===== src/rtl/gwbm_pkg.sv =====
`default_nettype none

package gwbm_pkg;

  localparam int NUM_CAND    = 7;
  localparam int SAMPLE_W    = 16;
  localparam int WEIGHT_LAT  = 7;
  localparam int QUEUE_DEPTH = 4;
  localparam int QPTR_W      = 2;
  localparam int QUOT_BITS   = 16;

  localparam logic [16:0] LOG2E_Q16 = 17'd94548;
  localparam logic [15:0] EXP_A_Q16 = 16'd45426;
  localparam logic [13:0] EXP_B_Q16 = 14'd12657;
  localparam logic [21:0] X_CAP_Q16 = 22'h200000;
  localparam logic [16:0] ONE_Q16   = 17'h10000;
  localparam logic [5:0]  N_CUTOFF  = 6'd40;

  localparam logic [3:0]  NUM_FRAMES_RST   = 4'd1;
  localparam logic [47:0] WEIGHT_SCALE_RST = 48'h0080_0000_0000;

  typedef enum logic {
    REG_NUM_FRAMES   = 1'b0,
    REG_WEIGHT_SCALE = 1'b1
  } gwbm_reg_e;

  typedef struct packed {
    logic [SAMPLE_W-1:0]                ref_s;
    logic [NUM_CAND-1:0][SAMPLE_W-1:0]  cand;
    logic [NUM_CAND-1:0][SAMPLE_W-1:0]  delta;
    logic [NUM_CAND-1:0]                en;
  } gwbm_item_t;

endpackage

`default_nettype wire


===== src/rtl/gwbm_queue.sv =====
`default_nettype none

module gwbm_queue import gwbm_pkg::*; (
  input  wire logic       clk,
  input  wire logic       rst,
  input  wire logic       push_valid,
  input  wire gwbm_item_t push_item,
  output logic            push_ready,
  output logic            pop_valid,
  output gwbm_item_t      pop_item,
  input  wire logic       pop_ready
);

  gwbm_item_t        entries [0:QUEUE_DEPTH-1];
  logic [QPTR_W-1:0] wptr;
  logic [QPTR_W-1:0] rptr;
  logic [QPTR_W:0]   cnt;
  logic              push;
  logic              pop;

  assign push_ready = cnt != (QPTR_W+1)'(QUEUE_DEPTH);
  assign pop_valid  = cnt != '0;
  assign pop_item   = entries[rptr];
  assign push       = push_valid && push_ready;
  assign pop        = pop_valid && pop_ready;

  always_ff @(posedge clk) begin
    if (rst) begin
      wptr <= '0;
      rptr <= '0;
      cnt  <= '0;
    end else begin
      if (push) wptr <= wptr + 1'b1;
      if (pop) rptr <= rptr + 1'b1;
      if (push && !pop) cnt <= cnt + 1'b1;
      else if (pop && !push) cnt <= cnt - 1'b1;
    end
  end

  always_ff @(posedge clk) begin
    if (push) begin
      entries[wptr] <= push_item;
    end
  end

  a_cnt_bound: assert property (@(posedge clk) disable iff (rst)
    cnt <= (QPTR_W+1)'(QUEUE_DEPTH))
    else $error("queue count beyond depth");

endmodule

`default_nettype wire


===== config.mk =====
export PLATFORM = sky130hd
export DESIGN_NAME = gwbm_queue
export DESIGN_NICKNAME = d
export VERILOG_FILES = /design/src/rtl/gwbm_pkg.sv /design/src/rtl/gwbm_queue.sv
export SDC_FILE = /design/constraint.sdc
export NUM_CORES = 1
export LEC_CHECK = 0
export ABC_AREA = 1
export BUFFER_PORTS_ARGS = -buffer_cell sky130_fd_sc_hd__buf_2
export CAP_MARGIN = 20
export CELL_PAD_IN_SITES_DETAIL_PLACEMENT = 2
export CELL_PAD_IN_SITES_GLOBAL_PLACEMENT = 2
export CORE_ASPECT_RATIO = 0.8
export CORE_UTILIZATION = 37
export DETAILED_ROUTE_END_ITERATION = 8
export GPL_ROUTABILITY_DRIVEN = 0
export GPL_TIMING_DRIVEN = 0
export PLACE_DENSITY = 0.77
export SLEW_MARGIN = 0
export SYNTH_ARGS = -nofsm -noshare
export SYNTH_HDL_FRONTEND = slang
export SYNTH_SLANG_ARGS = --single-unit

===== constraint.sdc =====
create_clock -name clk -period 12.4 [get_ports clk]
set_clock_uncertainty 0.15 [all_clocks]
set_input_delay 0.62 -clock clk [delete_from_list [all_inputs] [get_ports clk]]
set_output_delay 0.62 -clock clk [all_outputs]
set_load 0.005 [all_outputs]

# --- Word level (Yosys, flattened, before mapping) ---
# Memory sizes are Yosys's and may differ from the RTL's. A register that Yosys moved wholly into a read port is not among the register bits.
# Index checks and enable logic that the tools add are counted.
word_totals:
  register_bits: 7
  ram_bits: 988
  in_bits: 251
  output_inout_bits: 249
  elab_cells: 23
  memories: 1
op_classes:
  n_addsub: 4
  n_eq_ne: 1
  muxes: 6
  n_reduce_logical: 8
memory_table:
  columns: ["memory", "depth", "word_bits", "rd", "rd_ports_with_merged_regs", "write_ports", "line_no", "rtl"]
  rows:
  - ["entries", 4, 247, 1, 1, 1, "gwbm_queue.sv:14", "gwbm_item_t entries [0:QUEUE_DEPTH-1];"]
op_table:
  columns: ["cell", "count"]
  rows:
  - ["two-way mux 3 bit", 2]
  - ["adder 2 x 1 -> 2 bit, second input constant", 2]
  - ["logical AND 1 bit", 4]
  - ["two-way mux 2 bit", 2]
  - ["adder 3 x 1 -> 3 bit, second input constant", 1]
  - ["!= test 3 bit, second input constant", 1]
  - ["nonzero test 3 bit", 1]
  - ["subtractor 3 x 1 -> 3 bit, second input constant", 1]
  - ["logical NOT 1 bit", 2]
  - ["two-way mux 1 bit", 2]
  - ["nonzero test 2 bit", 1]

# --- Depth between registers and ports, before layout ---
# Gate-level depths: netlist of run 1.
logic_depth:
  word_depth: 6
  depth_mapped: 13
  mapped_depth_nobuf: 13

# --- Least setup slack after synthesis of run 1 ---
# OpenSTA, ideal clock, no wires.
synth_timing:
  path_kind: "input-to-reg"
  from: "input port push_valid"
  to: "memory entries[0][0] (netlist name) (enable)"
  setup_ns: 0.860
  arrival_time_ns: 10.963
  required_ns: 11.390
  slack_ns: 0.428
  path_stages: 2
  path_buffers: 0
  cell_sequence: "nand2_1 -> nor2_1"
synth_between:
  elab_chain_len: 3
synth_lines:
  columns: ["element", "line_no", "rtl"]
  rows:
  - ["start: declaration", "gwbm_queue.sv:6", "input wire logic push_valid,"]
  - ["logical AND 1 bit", "gwbm_queue.sv:24", "assign push = push_valid && push_ready;"]
  - ["two-way mux 1 bit", "gwbm_queue.sv:41", "if (push) begin"]
  - ["two-way mux 1 bit (implied by the code)", "gwbm_queue.sv:42", "entries[wptr] <= push_item;"]
  - ["end: declaration", "gwbm_queue.sv:14", null]
# Every way passes these cells.

==> flow_metrics.env, run 1 <==
export IMPL_clk_latency_ns=0.72
export IMPL_final_area_um2=48600
export IMPL_drive_above_1_share=0.284
export IMPL_finalHoldViolCount=0
export IMPL_seqPwrFrac=0.419
export IMPL_grt_setup_unrepaired="false"
export IMPL_dieWidth_um=359
export IMPL_grt_usage=0.267
export IMPL_clockRootBuffer="clkbuf_16"
export IMPL_netSwitchingFraction=0.332
export IMPL_timing_final_crit_share=0.333
export IMPL_drt_pass1_iter_count=5
export IMPL_dp_cells=4323
export IMPL_p_leak_nw=17.0
export IMPL_fp_dieArea_um2=104000
export IMPL_avgSynthCellArea_um2=15.4
export IMPL_timing_rr_start="cnt[0]"
export IMPL_synth_top_family_by_area="compound AO/OA/AOI/OAI gates"
export IMPL_grt_ovfl_total=0
export IMPL_area_growth_pct=28.5
export IMPL_p_sw_mw=3.34
export IMPL_path_clk_slew_ns=0.07
export IMPL_grt_pass1_wl_um=203000
export IMPL_postCtsSetupBuffers=0
export IMPL_final_min_clock_period_ns=4.13
export IMPL_h_tree_depth=3
export IMPL_via_per_inst=5.47
export IMPL_avgRoutedWirePerCell_um=29.6
export IMPL_final_nets=3605
export IMPL_hpwl_um=88500
export IMPL_worst_pin_slew_ns=0.982
export IMPL_syn_nets=2713
export IMPL_antenna_found_initial=14
export IMPL_grt_max_degree=28
export IMPL_dp_slack_ns=8.92
export IMPL_relSlewSlack=0.344
export IMPL_clkPwrFrac=0.307
export IMPL_slew_violations=0
export IMPL_arrival_ns=3.36
export IMPL_drv_cap=0
export IMPL_io_buffer_count=499
export IMPL_start_kind="register"
export IMPL_via_count=26000
export IMPL_peakVddDrop_mv=0.130
export IMPL_pwr_share_comb=0.274
export IMPL_core_area_um2=101000
export IMPL_synth_simple_area_share=0.0592
export IMPL_drc=0
export IMPL_first_iter_violations=1728
export IMPL_setup_violations=0
export IMPL_endpoint_kind="output port"
export IMPL_setup_tns_final_ns=0
export IMPL_power_density_nw_per_um2=207
export IMPL_io_pins=500
export IMPL_internal_power_mw=6.72
export IMPL_synth_cell_types=23
export IMPL_die_y_um=288
export IMPL_clock_path_buffers=3
export IMPL_layout_setup_ws_ns=8.27
export IMPL_final_instance_count_excl_fill=4755
export IMPL_synth_mux_area_frac=0
export IMPL_synthCells=2456
export IMPL_min_from="push_item[52]"
export IMPL_num_rows=104
export IMPL_max_freq_mhz=242
export IMPL_synthAdderAreaFrac=0.00218
export IMPL_placed_cell_area_um2=42900
export IMPL_ys_warn_count=0
export IMPL_required_ns=11.63
export IMPL_start_util=0.375
export IMPL_grt_pass1_vias=29200
export IMPL_path_max_fanout=10
export IMPL_netlist_area_um2=37800
export IMPL_critical_path_class="reg2out"
export IMPL_ys_ff_latch=997
export IMPL_drt_wl_total_um=141000
export IMPL_holdWs_ns=0.0420
export IMPL_synth_seq_area_share=0.789
export IMPL_synth_xor_area_share=0.000232
export IMPL_ant_nets=0
export IMPL_status="complete, no violations"
export IMPL_numCtsBuffers=102
export IMPL_synth_compound_area_frac=0.123
export IMPL_cts_tree="yes"
export IMPL_holdCritPathClass="in2reg"
export IMPL_cts_sinks=997
[cell usage in the layout, fill, tap and decap left out, drive strengths merged]
cell type and n:
buf 628, bufinv 8, xor2 1, clkbuf 200
o21ai 495, ha 5, clkinv 43, fa 1
nand3b 1, inv 21, nand2 15, o22ai 247
a21oi 3, edfxtp 988, dfxtp 9, nor2 508
dlygate4sd3 246, nand3 4, diode 7
[critical path, stage by stage, from the launching register on]
cell and delay, ns:
dfxtp_1 0.45, inv_1 0.30, clkbuf_1 0.62, clkbuf_1 0.48, o21ai_0 0.21, o22ai_1 0.32
buf_2 0.25
[final cells by class]
cell class | count | area, µm²
Antenna cell | 7 | 17.5
Tap cell | 1325 | 1660
Timing Repair Buffer | 788 | 5870
Sequential cell | 997 | 29800
Clock buffer | 123 | 2670
Clock inverter | 56 | 522
Fill cell | 9568 | 52400
Multi-Input combinational cell | 1280 | 7030
Inverter | 16 | 62.6
Buffer | 163 | 915
[cell usage after synthesis, drive strengths merged]
| cell type | number | area share |
|---|---|---|
| o21ai | 495 | 0.066 |
| nand3b | 1 | 0.00020 |
| edfxtp | 988 | 0.78 |
| o22ai | 247 | 0.057 |
| fa | 1 | 0.00053 |
| nor2 | 508 | 0.057 |
| nand2 | 15 | 0.0015 |
| buf | 86 | 0.017 |
| dfxtp | 9 | 0.0048 |
| nand3 | 4 | 0.00053 |
| a21oi | 3 | 0.00040 |
| xor2 | 1 | 0.00023 |
| inv | 16 | 0.0017 |
| ha | 5 | 0.0017 |
| clkbuf | 77 | 0.0077 |
[per-layer routing]
layer  up-vias  wire, µm  global-route usage
met2       834     75900               0.496
met3       251      7010              0.0533
met4        14      3930              0.0779
li1      11100         -                   -
met5         -        90                   0
met1     13800     53900               0.311
[sequential cells by signal (all words and copies together) (netlist names), named ones only]
signal	count
wptr	2
rptr	2
cnt	3
entries	988
[path summary, 6_finish.rpt]
path,endpoint,slack [ns],cells past startpoint
max,pop_item[208],8.27,6
min,entries[2][52],0.04,1
max reg2reg,entries[1][125],8.98,8
min reg2reg,register,0.39,2
[cells by family after synthesis]
kind of cell	Yosys count
compound gates	745
xor+xnor	1
fa+ha+maj	6
buf+inv	179
flops	997
simple gates	528
[metrics by stage]
stage / utilization / power [mW]
2_1_floorplan: - / 5.62
3_3_place_gp: 0.416 / 6.92
3_5_place_dp: 0.425 / 6.91
4_1_cts: 0.481 / 10.0
5_1_grt: 0.481 / 10.4
6_report: 0.481 / 10.1
[what timing repair did]
item                                   4_1_cts  5_1_grt
gates resized for setup                      0        0
endpoints found under the hold margin      983        0
hold buffers                               246        0
[power groups by stage]
stage / clock network, mW / logic (mW) / registers [mW]
2_1_floorplan: 0 / 1.25 / 4.37
3_5_place_dp: 0 / 2.64 / 4.27
6_report: 3.08 / 2.76 / 4.22
3_3_place_gp: 0 / 2.39 / 4.53
4_1_cts: 3.09 / 2.75 / 4.20
5_1_grt: 3.23 / 2.92 / 4.23
Note: power is estimated with default switching activity, not from simulation.
==> run 2: changes to the inputs <==
- CORE_UTILIZATION: 37 -> 41
- PLACE_DENSITY: 0.77 -> 0.81
- clock period: 12.4 -> 3.9 ns (I/O delays scaled with it)
==> flow_metrics.env, run 2 (synthesis results as in run 1) <==
export IMPL_status="complete, no violations"
export IMPL_regMostFlops="entries"
export IMPL_ant_nets=0
export IMPL_via_count=26500
export IMPL_start_util=0.414
export IMPL_grt_pass1_wl_um=210000
export IMPL_critical_path_class="reg2out"
export IMPL_placed_cell_area_um2=42800
export IMPL_die_y_um=274
export IMPL_final_nets=3607
export IMPL_dp_cells=4209
export IMPL_setup_violations=0
export IMPL_grt_setup_unrepaired="false"
export IMPL_required_ns=3.56
export IMPL_num_rows=99
export IMPL_total_power_mw=32.0
export IMPL_timing_final_crit_share=0.898
export IMPL_io_buffer_count=499
export IMPL_max_freq_mhz=285
export IMPL_crit_slowest_cell="clkbuf_1"
export IMPL_endpoint_kind="output port"
export IMPL_worst_pin_slew_ns=1.01
export IMPL_avgRoutedWirePerCell_um=31.5
export IMPL_numCtsBuffers=100
export IMPL_mostFrequentLayoutCells="edfxtp_1, buf_2, o21ai_0"
export IMPL_path_buf_inv=4
export IMPL_drv_cap=0
export IMPL_cts_resized_gates=0
export IMPL_cts_tree="yes"
export IMPL_grt_usage=0.309
export IMPL_hold_buffers=251
export IMPL_p_leak_nw=16.9
export IMPL_setup_tns_final_ns=0
export IMPL_io_pins=500
export IMPL_clockRootBuffer="clkbuf_16"
export IMPL_final_area_um2=48400
export IMPL_fp_dieArea_um2=93500
export IMPL_via_per_inst=5.69
export IMPL_multi_input_area_um2=7040
export IMPL_path_clk_slew_ns=0.07
export IMPL_postCtsSetupBuffers=0
export IMPL_hpwl_um=90500
export IMPL_path_max_fanout=10
export IMPL_h_tree_depth=3
export IMPL_grt_max_degree=28
export IMPL_cp_cell_sequence="inv_1 > clkbuf_1 > clkbuf_1 > o21ai_0 > o22ai_1 > buf_2"
export IMPL_drt_wl_total_um=147000
export IMPL_drc=0
export IMPL_first_iter_violations=1979
export IMPL_holdCritPathClass="in2reg"
export IMPL_drt_pass1_iter_count=5
export IMPL_final_min_clock_period_ns=3.50
export IMPL_clock_path_buffers=3
export IMPL_clk_latency_ns=0.66
export IMPL_finalHoldViolCount=0
export IMPL_power_density_nw_per_um2=661
export IMPL_layout_commonest_cell="edfxtp_1"
export IMPL_crit_family="buffers and inverters"
export IMPL_grt_ovfl_total=0
export IMPL_fill_cells=8352
export IMPL_reg_top3="entries x988, cnt x3"
export IMPL_grt_pass1_vias=29700
export IMPL_cpMostUsedCell="clkbuf_1"
export IMPL_peakVddDrop_mv=0.497
export IMPL_dieWidth_um=342
export IMPL_final_instance_count_excl_fill=4658
export IMPL_drive_above_1_share=0.286
export IMPL_largest_reg_flops=988
export IMPL_relSlewSlack=0.328
export IMPL_critPathMaxStageDelay_ns=0.55
export IMPL_seqCellArea_um2=29900
export IMPL_cts_sinks=997
export IMPL_area_growth_pct=28.1
export IMPL_antenna_found_initial=19
export IMPL_core_area_um2=91300
export IMPL_start_kind="register"
export IMPL_arrival_ns=3.16
export IMPL_slew_violations=0
-- run 2: final cells by class --
class	instances	share of cell area
flip-flops and latches	997	0.616
multi-input cells	1280	0.145
repair buffers	792	0.122
clock buffers	124	0.0540
well taps	1212	0.0313
plain buffers	163	0.0189
clock inverters	58	0.0105
inverters	16	0.00129
diodes	16	0.000827
-- run 2: worst register-to-register path: stages, from the launching register on --
cell	delay, ns
dfxtp_2	0.37
nor2_2	0.06
nand2_2	0.15
nand2_4	0.14
nor2_4	0.80
buf_12	0.31
buf_12	0.26
buf_16	0.21
buf_12	0.21
-- run 2: path summary, 6_finish.rpt --
| kind | startpoint | endpoint | slack (ns) | cells past startpoint |
|---|---|---|---|---|
| max | register | pop_item[205] | 0.40 | 6 |
| min | push_item[180] | entries[0][180] | 0.12 | 2 |
| max reg2reg | cnt[0] | entries[0][107] | 0.92 | 8 |
| min reg2reg | wptr[1] | wptr[1] | 0.42 | 2 |
-- run 2: routing by layer --
layer	share of wire	wire length [µm]	track usage
met1	0.37	54400	0.354
met3	0.055	8090	0.0561
met2	0.53	78000	0.563
met4	0.043	6340	0.133
met5	0.00034	50	0
-- run 2: power breakdown --
group	internal, mW	total (mW)	switching, mW
registers	13.0	13.4	0.418
clock network	5.29	9.72	4.43
logic	2.92	8.89	5.97
-- run 2: metrics by stage --
step	util	hold slack, ns	worst slack (ns)
2_1_floorplan	-	0.110	-0.962
3_5_place_dp	0.468	0.266	0.997
6_report	0.531	0.122	0.396
4_1_cts	0.530	0.0794	0.256
3_3_place_gp	0.459	0.252	-4.19
5_1_grt	0.530	0.105	0.217
