### src/rtl/gwbm_pkg.sv
`default_nettype none

package gwbm_pkg;

  localparam int NUM_CAND    = 7;
  localparam int SAMPLE_W    = 16;
  localparam int WEIGHT_LAT  = 7;
  localparam int QUEUE_DEPTH = 4;
  localparam int QPTR_W      = 2;
  localparam int QUOT_BITS   = 16;

  localparam logic [16:0] LOG2E_Q16 = 17'd94548;
  localparam logic [15:0] EXP_A_Q16 = 16'd45426;
  localparam logic [13:0] EXP_B_Q16 = 14'd12657;
  localparam logic [21:0] X_CAP_Q16 = 22'h200000;
  localparam logic [16:0] ONE_Q16   = 17'h10000;
  localparam logic [5:0]  N_CUTOFF  = 6'd40;

  localparam logic [3:0]  NUM_FRAMES_RST   = 4'd1;
  localparam logic [47:0] WEIGHT_SCALE_RST = 48'h0080_0000_0000;

  typedef enum logic {
    REG_NUM_FRAMES   = 1'b0,
    REG_WEIGHT_SCALE = 1'b1
  } gwbm_reg_e;

  typedef struct packed {
    logic [SAMPLE_W-1:0]                ref_s;
    logic [NUM_CAND-1:0][SAMPLE_W-1:0]  cand;
    logic [NUM_CAND-1:0][SAMPLE_W-1:0]  delta;
    logic [NUM_CAND-1:0]                en;
  } gwbm_item_t;

endpackage

`default_nettype wire

### src/rtl/gwbm_if.sv
`default_nettype none

interface gwbm_in_if;
  logic        valid;
  logic        ready;
  logic [15:0] ref_sample;
  logic [15:0] cand_sample_a;
  logic [15:0] cand_sample_b;
  logic [15:0] cand_sample_c;
  logic [15:0] cand_sample_d;
  logic [15:0] cand_sample_e;
  logic [15:0] cand_sample_f;
  logic [15:0] cand_sample_g;
  logic [6:0]  inside_mask;

  modport source (
    output valid, ref_sample, cand_sample_a, cand_sample_b, cand_sample_c,
           cand_sample_d, cand_sample_e, cand_sample_f, cand_sample_g, inside_mask,
    input  ready
  );
  modport sink (
    input  valid, ref_sample, cand_sample_a, cand_sample_b, cand_sample_c,
           cand_sample_d, cand_sample_e, cand_sample_f, cand_sample_g, inside_mask,
    output ready
  );
endinterface


`default_nettype wire

### src/rtl/gwbm_front.sv
`default_nettype none

module gwbm_front import gwbm_pkg::*; #(
  parameter int MAX_FRAMES = 8
) (
  input  wire logic       clk,
  input  wire logic       rst,
  gwbm_in_if.sink         in_ch,
  input  wire logic [3:0] num_frames,
  output logic            push_valid,
  output gwbm_item_t      push_item,
  input  wire logic       push_ready
);

  logic                                fv;
  gwbm_item_t                          item;
  logic [3:0]                          frames;
  logic [NUM_CAND-1:0][SAMPLE_W-1:0]   cand;
  gwbm_item_t                          item_next;

  assign in_ch.ready = !fv || push_ready;
  assign push_valid  = fv;
  assign push_item   = item;

  always_comb begin
    frames = (num_frames > 4'(MAX_FRAMES)) ? 4'(MAX_FRAMES) : num_frames;
    cand[0] = in_ch.cand_sample_a;
    cand[1] = in_ch.cand_sample_b;
    cand[2] = in_ch.cand_sample_c;
    cand[3] = in_ch.cand_sample_d;
    cand[4] = in_ch.cand_sample_e;
    cand[5] = in_ch.cand_sample_f;
    cand[6] = in_ch.cand_sample_g;
    item_next.ref_s = in_ch.ref_sample;
    item_next.cand  = cand;
    for (int k = 0; k < NUM_CAND; k++) begin
      item_next.delta[k] = (cand[k] >= in_ch.ref_sample) ? cand[k] - in_ch.ref_sample
                                                         : in_ch.ref_sample - cand[k];
      item_next.en[k] = in_ch.inside_mask[k] && (4'(k + 1) < frames);
    end
  end

  always_ff @(posedge clk) begin
    if (rst) begin
      fv <= 1'b0;
    end else if (in_ch.ready) begin
      fv <= in_ch.valid;
    end
  end

  always_ff @(posedge clk) begin
    if (in_ch.valid && in_ch.ready) begin
      item <= item_next;
    end
  end

endmodule

`default_nettype wire

### src/flat_wrapper.sv
// flat-port wrapper written by rule: the top's interface ports become plain ports
module gwbm_front_flat import gwbm_pkg::*;
#(
  parameter int MAX_FRAMES = 8
)
  (clk, rst, num_frames, push_valid, push_item, push_ready, in_ch_valid, in_ch_ref_sample, in_ch_cand_sample_a, in_ch_cand_sample_b, in_ch_cand_sample_c, in_ch_cand_sample_d, in_ch_cand_sample_e, in_ch_cand_sample_f, in_ch_cand_sample_g, in_ch_inside_mask, in_ch_ready);
  gwbm_in_if in_ch_i ();
  input  wire logic clk;
  input  wire logic rst;
  input  wire logic [3:0] num_frames;
  output logic push_valid;
  output gwbm_item_t push_item;
  input  wire logic push_ready;
  input wire logic [$bits(in_ch_i.valid)-1:0] in_ch_valid;
  input wire logic [$bits(in_ch_i.ref_sample)-1:0] in_ch_ref_sample;
  input wire logic [$bits(in_ch_i.cand_sample_a)-1:0] in_ch_cand_sample_a;
  input wire logic [$bits(in_ch_i.cand_sample_b)-1:0] in_ch_cand_sample_b;
  input wire logic [$bits(in_ch_i.cand_sample_c)-1:0] in_ch_cand_sample_c;
  input wire logic [$bits(in_ch_i.cand_sample_d)-1:0] in_ch_cand_sample_d;
  input wire logic [$bits(in_ch_i.cand_sample_e)-1:0] in_ch_cand_sample_e;
  input wire logic [$bits(in_ch_i.cand_sample_f)-1:0] in_ch_cand_sample_f;
  input wire logic [$bits(in_ch_i.cand_sample_g)-1:0] in_ch_cand_sample_g;
  input wire logic [$bits(in_ch_i.inside_mask)-1:0] in_ch_inside_mask;
  output wire logic [$bits(in_ch_i.ready)-1:0] in_ch_ready;
  assign in_ch_i.valid = in_ch_valid;
  assign in_ch_i.ref_sample = in_ch_ref_sample;
  assign in_ch_i.cand_sample_a = in_ch_cand_sample_a;
  assign in_ch_i.cand_sample_b = in_ch_cand_sample_b;
  assign in_ch_i.cand_sample_c = in_ch_cand_sample_c;
  assign in_ch_i.cand_sample_d = in_ch_cand_sample_d;
  assign in_ch_i.cand_sample_e = in_ch_cand_sample_e;
  assign in_ch_i.cand_sample_f = in_ch_cand_sample_f;
  assign in_ch_i.cand_sample_g = in_ch_cand_sample_g;
  assign in_ch_i.inside_mask = in_ch_inside_mask;
  assign in_ch_ready = in_ch_i.ready;
  gwbm_front #(.MAX_FRAMES(MAX_FRAMES)) u_core (.clk(clk), .rst(rst), .in_ch(in_ch_i), .num_frames(num_frames), .push_valid(push_valid), .push_item(push_item), .push_ready(push_ready));
endmodule
### config.mk
export PLATFORM = sky130hd
export DESIGN_NAME = gwbm_front_flat
export DESIGN_NICKNAME = d
export VERILOG_FILES = /design/src/rtl/gwbm_pkg.sv /design/src/rtl/gwbm_if.sv /design/src/rtl/gwbm_front.sv /design/src/flat_wrapper.sv
export SDC_FILE = /design/constraint.sdc
export NUM_CORES = 1
export LEC_CHECK = 0
export BUFFER_PORTS_ARGS = -buffer_cell sky130_fd_sc_hd__buf_4
export CORE_MARGIN = 2
export CORE_UTILIZATION = 50
export CTS_CLUSTER_SIZE = 30
export DETAILED_ROUTE_END_ITERATION = 8
export GPL_ROUTABILITY_DRIVEN = 0
export PLACE_DENSITY = 0.79
export SLEW_MARGIN = 20
export SYNTH_ARGS = -nofsm -noshare
export SYNTH_HDL_FRONTEND = slang
export SYNTH_SLANG_ARGS = --single-unit
### constraint.sdc
create_clock -name clk -period 6.9 [get_ports clk]
set_clock_uncertainty 0.1 [all_clocks]
set_input_delay 0.69 -clock clk [delete_from_list [all_inputs] [get_ports clk]]
set_output_delay 0.69 -clock clk [all_outputs]
set_load 0.02 [all_outputs]
-- Word-level counts from Yosys, hierarchy flattened
Index checks and enable logic that the tools add are counted.
- output and inout bits: 249
- register bits after elaboration: 248
- input bits: 143
- word-level logic and storage cells: 64
- multiplexer cells: 8
- add/subtract/negate cells: 14
- $lt $le $gt $ge: 15
- reductions and logical operators: 10
- operators by type and width (kind ; count):
    subtractor 16 bit ; 14
    greater-or-equal comparator 16 bit ; 7
    two-way mux 16 bit ; 7
    < comparator 3 x 4 -> 1 bit (first input constant) ; 4
    logical AND 1 bit ; 8
    < comparator 2 x 4 -> 1 bit (first input constant) ; 2
    greater-than comparator 4 bit (second input constant) ; 1
    < comparator 1 x 4 -> 1 bit (first input constant) ; 1
    two-way mux 4 bit ; 1
    zero test 1 bit ; 1
    logical OR 1 bit ; 1

-- Logic depth before layout (Yosys ltp)
Gate-level depths: netlist (run 1).
- depth in word-level cells: 4
- depth in mapped cells: 13
- depth with buffers taken out: 12

-- Least setup slack after synthesis (run 1)
No wires, ideal clock.
- path kind: input-to-reg
- start point: input port push_ready
- end point: register u_core.item (netlist bit u_core.push_item[0]), enable pin
- data required time: 6.162 ns
- setup time: 0.638 ns
- path buffers: 0
- cell stages on the path: 2
- arrival time: 6.599 ns
- path slack: -0.437 ns
- cell sequence: nand2b_1 > and2_1
- cells in the longest elaborated chain, start to end: 2
- RTL lines (element ; line ; RTL):
    start, declared ; flat_wrapper.sv:13 ; input wire logic push_ready;
    logical OR 1 bit ; gwbm_front.sv:21 ; assign in_ch.ready = !fv || push_ready;
    logical AND 1 bit ; gwbm_front.sv:52 ; if (in_ch.valid && in_ch.ready) begin
    end signal, assigned ; gwbm_front.sv:53 ; item <= item_next;
    end, declared ; gwbm_front.sv:16 ; gwbm_item_t item;
Every way passes these cells.
A chain may end at the register's enable or synchronous reset.

==> impl_summary.log, run 1 <==
INFO  metric nFillCells = 2764
INFO  metric drt-total-wl = 53.6 mm
INFO  metric timing.hold.worst_path_depth = 2
INFO  metric remaining_drc_errors = 0
INFO  metric die_h = 191 microns
INFO  metric final_area = 21600 sq um
INFO  metric cts-hold-fix-buffers = 0
INFO  metric syn-num-nets = 2014
INFO  metric clk_pin_slew = 60 ps
INFO  metric areaGrowthSynthToFinish = 23.8%
INFO  metric seq_area_frac_synth = 0.426
INFO  metric ys.flop_type = sky130_fd_sc_hd__edfxtp_1
INFO  metric num_io_pins = 392
INFO  metric hold_viol = 0
INFO  metric critical-path-top-cell-by-count = sky130_fd_sc_hd__nand2b_1
INFO  metric initial_utilization = 0.507
INFO  metric critPathTopFamily = compound AO/OA/AOI/OAI gates
INFO  metric timing.max_cap.violations = 0
INFO  metric placedCellCount = 2437
INFO  metric critical_path_cell_count = 12
INFO  metric cts.repair.resized = 0
INFO  metric average_vias_per_placed_instance = 5.91
INFO  metric drt-initial-drc-count = 1450
INFO  metric synth_area = 17500 sq um
INFO  metric port_buffers = 391
INFO  metric layout.core_utilization = 0.627
INFO  metric final-seq-area = 7440 sq um
INFO  metric drtPass1Iterations = 6
INFO  metric die_w = 191 microns
INFO  metric worstPathArrival = 3930 ps
INFO  metric ir_drop = 0.206 mV
INFO  metric first_global_vias = 13700
INFO  metric achievable-frequency = 270 MHz
INFO  metric critical_path_peak_fanout = 16
INFO  metric crit_share_post_route = 0.538
INFO  metric drt-wirelength-per-cell = 21.5 microns
INFO  metric synthArstFlopShare = 0
INFO  metric leakage = 0.00985 uW
INFO  metric path_cells = buf_4 > inv_1 > fa_1 > nand2b_1 > a21boi_0 > o211ai_1 > a2111oi_0 > o21ai_0 > nand2b_1 > a31oi_1 > a2bb2oi_1 > xnor2_1
INFO  metric finalSetupViolations = 0
INFO  metric synth-edff-count = 247
INFO  metric ctsRootBufferMaster = sky130_fd_sc_hd__clkbuf_16
INFO  metric clkLatencyLatePin = 550 ps
INFO  metric cell_at_the_slowest_stage_of_the_critical_path = sky130_fd_sc_hd__fa_1
INFO  metric numCtsBuffers = 28
INFO  metric fin_crit = 3710 ps
INFO  metric rsz0062_at_grt = no
INFO  metric placement.cell_area = 20700 sq um
INFO  metric cp_num_buf_inv = 2
INFO  metric layout-drive-gt1-share = 0.233
INFO  metric groute.usage.overall = 0.283
INFO  metric number_of_cells_produced_by_synthesis = 1640
INFO  metric actual_slew_at_the_worst_max_slew_pin = 984 ps
INFO  metric run_status = completed
INFO  metric layout.cells.most_common = sky130_fd_sc_hd__buf_4
INFO  metric tns = 0 ps
INFO  metric cp_data_required_time = 7120 ps
INFO  metric clk_path_buf_depth = 3
INFO  metric slew-limit-headroom = 0.343
INFO  metric ys_types = 83
INFO  metric tritoncts = yes
INFO  metric fp.dieArea = 36400 sq um
INFO  metric clock_sink_count = 248
INFO  metric synth_warnings = 0
INFO  metric floorplan.core_area = 34500 sq um
INFO  metric detailed_place_hpwl = 39.0 mm
INFO  metric power_density = 227 nW/um^2
INFO  metric antenna_violating_nets_post_route = 0
INFO  metric number_of_antenna_violations_at_the_first_check_in_global_routing = 2
INFO  metric worst_setup_path_end_kind = register
INFO  metric htree_levels = 1
INFO  metric classification_of_the_worst_setup_path = in2reg
INFO  metric highest_count_cells_in_the_layout_ignoring_fill_and_taps = sky130_fd_sc_hd__buf_4, sky130_fd_sc_hd__edfxtp_1, sky130_fd_sc_hd__ha_1, sky130_fd_sc_hd__inv_1, sky130_fd_sc_hd__a21oi_1
INFO  metric postSynthRegisterBits = 248
INFO  metric maximum_number_of_pins_on_one_net_before_global_route_repair = 150
INFO  metric grt_pass1_wl = 78.3 mm
INFO  metric critical-path-max-stage-delay = 610 ps
INFO  metric multi_input_comb_area = 9130 sq um
INFO  metric syn_avg_cell_area = 10.6 sq um
INFO  metric worst-r2r-cell-count = 3
INFO  metric grt-ovfl-total = 0
INFO  metric fp-row-count = 68
INFO  metric critical_path.startpoint_type = primary input
INFO  metric post_layout_nonfiller_instances = 2488
INFO  metric cts.repair_timing.setup_buffer_count = 0
INFO  metric drv_slew = 0
INFO  metric num_vias = 14700
INFO  metric worst_hold_path_type = in2reg
INFO  metric final_nets = 2386
[metal layers]
| metal | track usage | vias up | wire length, microns |
|---|---|---|---|
| li1 | - | 6752 | - |
| met1 | 0.364 | 6926 | 21200 |
| met2 | 0.450 | 848 | 24400 |
| met3 | 0.0539 | 173 | 4830 |
| met4 | 0.158 | 2 | 3150 |
| met5 | 0 | - | 12 |
[cells in the mapped netlist (6+ instances only)]
master / instances / area (sq um)
sky130_fd_sc_hd__a21o_1: 69 / 518
sky130_fd_sc_hd__a21oi_1: 151 / 756
sky130_fd_sc_hd__nand2_1: 69 / 259
sky130_fd_sc_hd__or3_1: 8 / 50.1
sky130_fd_sc_hd__a21boi_0: 9 / 67.6
sky130_fd_sc_hd__nand4_1: 10 / 62.6
sky130_fd_sc_hd__ha_1: 217 / 2720
sky130_fd_sc_hd__o21ai_0: 64 / 320
sky130_fd_sc_hd__o21a_1: 19 / 143
sky130_fd_sc_hd__inv_1: 176 / 661
sky130_fd_sc_hd__nor2b_1: 31 / 194
sky130_fd_sc_hd__o31ai_1: 15 / 113
sky130_fd_sc_hd__nand3b_1: 7 / 52.6
sky130_fd_sc_hd__xnor2_1: 53 / 464
sky130_fd_sc_hd__a2111oi_0: 6 / 52.6
sky130_fd_sc_hd__buf_2: 27 / 135
sky130_fd_sc_hd__clkbuf_1: 18 / 67.6
sky130_fd_sc_hd__o21ai_1: 27 / 135
sky130_fd_sc_hd__o211ai_1: 20 / 150
sky130_fd_sc_hd__edfxtp_1: 247 / 7420
sky130_fd_sc_hd__and3_1: 16 / 100
sky130_fd_sc_hd__a211oi_1: 19 / 143
sky130_fd_sc_hd__nand2b_1: 11 / 68.8
sky130_fd_sc_hd__nor2_1: 67 / 251
sky130_fd_sc_hd__a221o_1: 7 / 70.1
sky130_fd_sc_hd__a31oi_1: 19 / 119
sky130_fd_sc_hd__nor3_1: 29 / 145
sky130_fd_sc_hd__nand3_1: 23 / 115
sky130_fd_sc_hd__fa_1: 14 / 280
sky130_fd_sc_hd__mux2i_1: 42 / 420
sky130_fd_sc_hd__and2_1: 8 / 50.1
sky130_fd_sc_hd__xor2_1: 45 / 394
sky130_fd_sc_hd__o21bai_1: 8 / 60.1
[state kept, by name (all words and copies together), names as in the netlist]
register	count
u_core.push_valid	1
u_core.push_item	247
[kinds of logic (layout without fill, tap and decap cells)]
| family | Yosys count | in the layout | share of synthesized area |
|---|---|---|---|
| flops | 248 | 248 | 0.426 |
| other cells | 0 | 1 | 0 |
| xor+xnor | 98 | 98 | 0.0492 |
| mux | 43 | 43 | 0.0247 |
| buf+inv | 228 | 620 | 0.0527 |
| fa+ha+maj | 231 | 231 | 0.172 |
| compound gates | 497 | 497 | 0.191 |
| simple gates | 295 | 295 | 0.0853 |
[final cells by class]
class | count | share of cell area
multi-input cells | 1164 | 0.423
flip-flops and latches | 248 | 0.344
repair buffers | 394 | 0.137
clock buffers | 33 | 0.0343
inverters | 176 | 0.0306
well taps | 455 | 0.0263
clock inverters | 17 | 0.00446
diodes | 1 | 0.000116
[worst paths after layout]
path | from | endpoint | slack, ps
max | in_ch_ref_sample[1] | u_core.push_item[117] | 3190
min | rst | u_core.push_valid | 190
max reg2reg | u_core.push_valid | u_core.push_item[0] | 4720
min reg2reg | u_core.push_valid | u_core.push_valid | 450
[metrics by stage]
step,worst slack [ps],hold slack [ps],power (uW)
2_1_floorplan,2330,629,2960
3_3_place_gp,2810,408,3500
3_5_place_dp,2740,432,3530
4_1_cts,3340,175,4920
5_1_grt,3020,190,5120
6_report,3190,194,4920
[power breakdown]
group / internal, uW / switching, uW
Sequential: 1880 / 49.4
Combinational: 638 / 971
Clock: 764 / 614
Total: 3280 / 1630
[worst register-to-register path, stage by stage (launching register included)]
cell and delay (ps):
sky130_fd_sc_hd__dfxtp_1 310, sky130_fd_sc_hd__nand2b_1 120, sky130_fd_sc_hd__and2_4 420, sky130_fd_sc_hd__buf_4 760
Power figures use the tool's default switching activity.
==> run 2: changes to the inputs <==
--- a/config.mk
+++ b/config.mk
@@ -5,13 +5,14 @@
 export SDC_FILE = /design/constraint.sdc
 export NUM_CORES = 1
 export LEC_CHECK = 0
+export ABC_AREA = 1
 export BUFFER_PORTS_ARGS = -buffer_cell sky130_fd_sc_hd__buf_4
 export CORE_MARGIN = 2
 export CORE_UTILIZATION = 50
 export CTS_CLUSTER_SIZE = 30
 export DETAILED_ROUTE_END_ITERATION = 8
 export GPL_ROUTABILITY_DRIVEN = 0
-export PLACE_DENSITY = 0.79
+export PLACE_DENSITY = 0.76
 export SLEW_MARGIN = 20
 export SYNTH_ARGS = -nofsm -noshare
 export SYNTH_HDL_FRONTEND = slang
==> constraint.sdc (replaced) <==
create_clock -name clk -period 3.35 [get_ports clk]
set_clock_uncertainty 0.1 [all_clocks]
set_input_delay 0.335 -clock clk [delete_from_list [all_inputs] [get_ports clk]]
set_output_delay 0.335 -clock clk [all_outputs]
set_load 0.02 [all_outputs]
==> run 2 against run 1 <==
Net effect: final cell count rose by 69%; clock power rose by 130%; wire length rose by 30%; non-clock buffer count rose by 131; sequential cell count did not move; highest routed layer unchanged; core utilization rose by 0.44 points; combinational power rose to 2.5 times the previous value; critical endpoint is now u_core.push_item[106]; synthesized area rose by 27%; worst hold slack got worse by 160 ps; sequential power rose by 100%; first-iteration DRC count rose by 33%; synthesized cell count rose by 88%.
==> impl_summary.log, run 2 <==
INFO  metric run_status = completed
INFO  metric antenna_violating_nets_post_route = 0 (unchanged)
INFO  metric critical_path.startpoint_type = primary input
INFO  metric worst_hold_path_type = in2reg
INFO  metric yosys.cell_count.top_type = sky130_fd_sc_hd__nand2_1
INFO  metric critical_path_peak_fanout = 20 (+4)
INFO  metric first_global_vias = 19800 (+45%)
INFO  metric grt_most_used_layer = met2
INFO  metric ctsRootBufferMaster = sky130_fd_sc_hd__clkbuf_16
INFO  metric grt-ovfl-total = 0 (unchanged)
INFO  metric syn_avg_cell_area = 7.20 sq um (-32%)
INFO  metric critical-path-max-stage-delay = 540 ps (-70 ps)
INFO  metric gr-usage-met3 = 0.0505 (-0.00339)
INFO  metric power_density = 403 nW/um^2 (+77%)
INFO  metric achievable-frequency = 355 MHz
INFO  metric num_vias = 21100 (+44%)
INFO  metric groute.usage.overall = 0.297 (+0.0133)
INFO  metric synth-edff-count = 247 (unchanged)
INFO  metric drt-initial-drc-count = 1933 (+33%)
INFO  metric worstPathArrival = 3020 ps (-910 ps)
INFO  metric die_w = 215 microns (+13%)
INFO  metric ir_drop = 0.419 mV (+100%)
INFO  metric layout.core_utilization = 0.632 (+0.00444)
INFO  metric placement_setup_slack = 429 ps (-2310 ps)
INFO  metric number_of_cells_produced_by_synthesis = 3090 (+88%)
INFO  metric tritoncts = yes
INFO  metric seq_area_frac_synth = 0.334 (-0.0915)
INFO  metric fin_crit = 2810 ps
INFO  metric largest_register_ff_count = 247 (unchanged)
INFO  metric crit_share_post_route = 0.840
INFO  metric cell_at_the_slowest_stage_of_the_critical_path = sky130_fd_sc_hd__dlygate4sd3_1
INFO  metric grt_pass1_wl = 107 mm (+37%)
INFO  metric worst_setup_path_end_kind = register
INFO  metric tns = 0 ps (unchanged)
INFO  metric final_nets = 3957 (+66%)
INFO  metric maximum_number_of_pins_on_one_net_before_global_route_repair = 114 (-24%)
INFO  metric actual_slew_at_the_worst_max_slew_pin = 825 ps (-159 ps)
INFO  metric floorplan.core_area = 44000 sq um (+28%)
INFO  metric clkLatencyLatePin = 590 ps (+40 ps)
INFO  metric hold_viol = 0 (unchanged)
INFO  metric drtPass1Iterations = 7 (+1)
INFO  metric average_vias_per_placed_instance = 5.03 (-15%)
INFO  metric cp_data_required_time = 3550 ps (-3570 ps)
INFO  metric synth_warnings = 0 (unchanged)
INFO  metric multi_input_comb_area = 12100 sq um (+32%)
INFO  metric groute.layer.met1.usage = 0.376 (+0.0125)
INFO  metric numCtsBuffers = 30 (+7.1%)
INFO  metric yosys.area.top_type = sky130_fd_sc_hd__edfxtp_1
INFO  metric clk_pin_slew = 70 ps (about the same)
INFO  metric clock_sink_count = 248 (unchanged)
INFO  metric timing.max_cap.violations = 0 (unchanged)
INFO  metric drv_slew = 0 (unchanged)
INFO  metric areaGrowthSynthToFinish = 25.0%
INFO  metric number_of_antenna_violations_at_the_first_check_in_global_routing = 4 (+2)
INFO  metric ys_types = 36 (-57%)
INFO  metric antenna_cells_inserted = 0 (-1)
INFO  metric synth_area = 22200 sq um (+27%)
INFO  metric drt-total-wl = 69.8 mm (+30%)
INFO  metric layout-drive-gt1-share = 0.170 (-0.0630)
INFO  metric path_cells = dlygate4sd3_1 > buf_4 > inv_1 > buf_4 > ha_1 > inv_1 > nor3_2 > and2_2 > nand2_1 > nand2_2 > o21ai_1
INFO  metric final-seq-area = 7440 sq um (about the same)
INFO  metric layout.cells.most_common = sky130_fd_sc_hd__nand2_1
INFO  metric slew-limit-headroom = 0.450 (+0.106)
INFO  metric synth_area_leaders = sky130_fd_sc_hd__edfxtp_1, sky130_fd_sc_hd__nand2_1, sky130_fd_sc_hd__ha_1
INFO  metric leakage = 0.0149 uW (+51%)
INFO  metric die_h = 215 microns (+13%)
INFO  metric rsz0062_at_grt = no
INFO  metric synth_common_cells = sky130_fd_sc_hd__nand2_1, sky130_fd_sc_hd__inv_1, sky130_fd_sc_hd__edfxtp_1
INFO  metric initial_utilization = 0.505 (-0.00164)
INFO  metric drt-wirelength-per-cell = 16.6 microns (-23%)
INFO  metric finalSetupViolations = 0 (unchanged)
INFO  metric nFillCells = 3941 (+43%)
INFO  metric detailed_place_hpwl = 52.5 mm (+35%)
INFO  metric layout_setup_ws = 537 ps (-2650 ps)
INFO  metric postSynthRegisterBits = 248 (unchanged)
INFO  metric htree_levels = 1 (unchanged)
INFO  metric highest_count_cells_in_the_layout_ignoring_fill_and_taps = sky130_fd_sc_hd__nand2_1, sky130_fd_sc_hd__inv_1, sky130_fd_sc_hd__buf_4, sky130_fd_sc_hd__edfxtp_1, sky130_fd_sc_hd__nand3_1
INFO  metric port_buffers = 391 (unchanged)
INFO  metric classification_of_the_worst_setup_path = in2reg
INFO  metric synthArstFlopShare = 0 (unchanged)
INFO  metric remaining_drc_errors = 0 (unchanged)
INFO  metric netlist.area_leader.share = 0.334 (-0.0913)
INFO  metric fp-row-count = 77 (+13%)
INFO  metric ys.flop_type = sky130_fd_sc_hd__edfxtp_1
INFO  metric syn-num-nets = 3464 (+72%)
INFO  metric clk_path_buf_depth = 3 (unchanged)
INFO  metric fp.dieArea = 46200 sq um (+27%)
INFO  metric grt_util_met2 = 0.495 (+0.0448)
INFO  metric cts.repair_timing.setup_buffer_count = 0 (unchanged)
INFO  metric num_io_pins = 392 (unchanged)
==> run 2: area by class of cell <==
class                           count  area share
Clock inverter                     18     0.00616
Timing Repair Buffer              525       0.154
Inverter                          619      0.0836
Clock buffer                       36      0.0278
Multi-Input combinational cell   2159       0.434
Sequential cell                   248       0.268
Tap cell                          592      0.0266
==> run 2: what timing repair did <==
item,CTS,global route
gates resized for setup,0,0
hold buffers,122,1
hold endpoints to repair,120,1
==> run 2: cells by family (layout without fill, tap and decap cells) <==
kind of cell	count (synthesis)	after routing	synth area share
xor gates and xnor gates	92	92	0.0362
buffers and inverters	683	1198	0.123
DFF	248	248	0.334
AOI/OAI and AO/OA	184	184	0.0496
adders and majority gates	231	231	0.135
and+or+nand+nor	1652	1652	0.322
==> run 2: power breakdown <==
part           internal, uW  switching [uW]
Combinational          1500            2580
Sequential             3830             121
Clock                  1800            1380
Total                  7130            4080
==> run 2: worst paths after layout <==
check | from | end | slack [ps] | cells past startpoint
worst min register to register | u_core.push_valid | u_core.push_item[47] | 690 | 2
worst max register to register | u_core.push_valid | u_core.push_item[18] | 1630 | 3
worst max-delay path | in_ch_ref_sample[15] | u_core.push_item[106] | 540 | 11
worst min-delay path | in_ch_ref_sample[0] | u_core.push_item[231] | 30 | 1
==> run 2: worst max-delay path: cells and delay by family <==
kind	cells	cell delay, ps
simple gates	4	800
fa+ha+maj	1	210
buf+inv	5	1460
compound gates	1	200
==> run 2: metal layers <==
metal	share of wire	vias up
met3	0.080	163
met1	0.41	9511
met5	0.00016	-
met4	0.050	2
met2	0.46	853
li1	-	10600
==> run 2: through the flow <==
| step | instances | hold slack, ps | cell area [sq um] | total power, uW |
|---|---|---|---|---|
| detailed placement | 4020 | 385 | 25600 | 7920 |
| global placement | 4020 | 381 | 25600 | 7880 |
| global route | 4197 | 4.31 | 27800 | 11800 |
| floorplan | 3090 | 294 | 22300 | 6640 |
| finish | 4197 | 33.5 | 27800 | 11200 |
| CTS | 4196 | 0.901 | 27800 | 11200 |
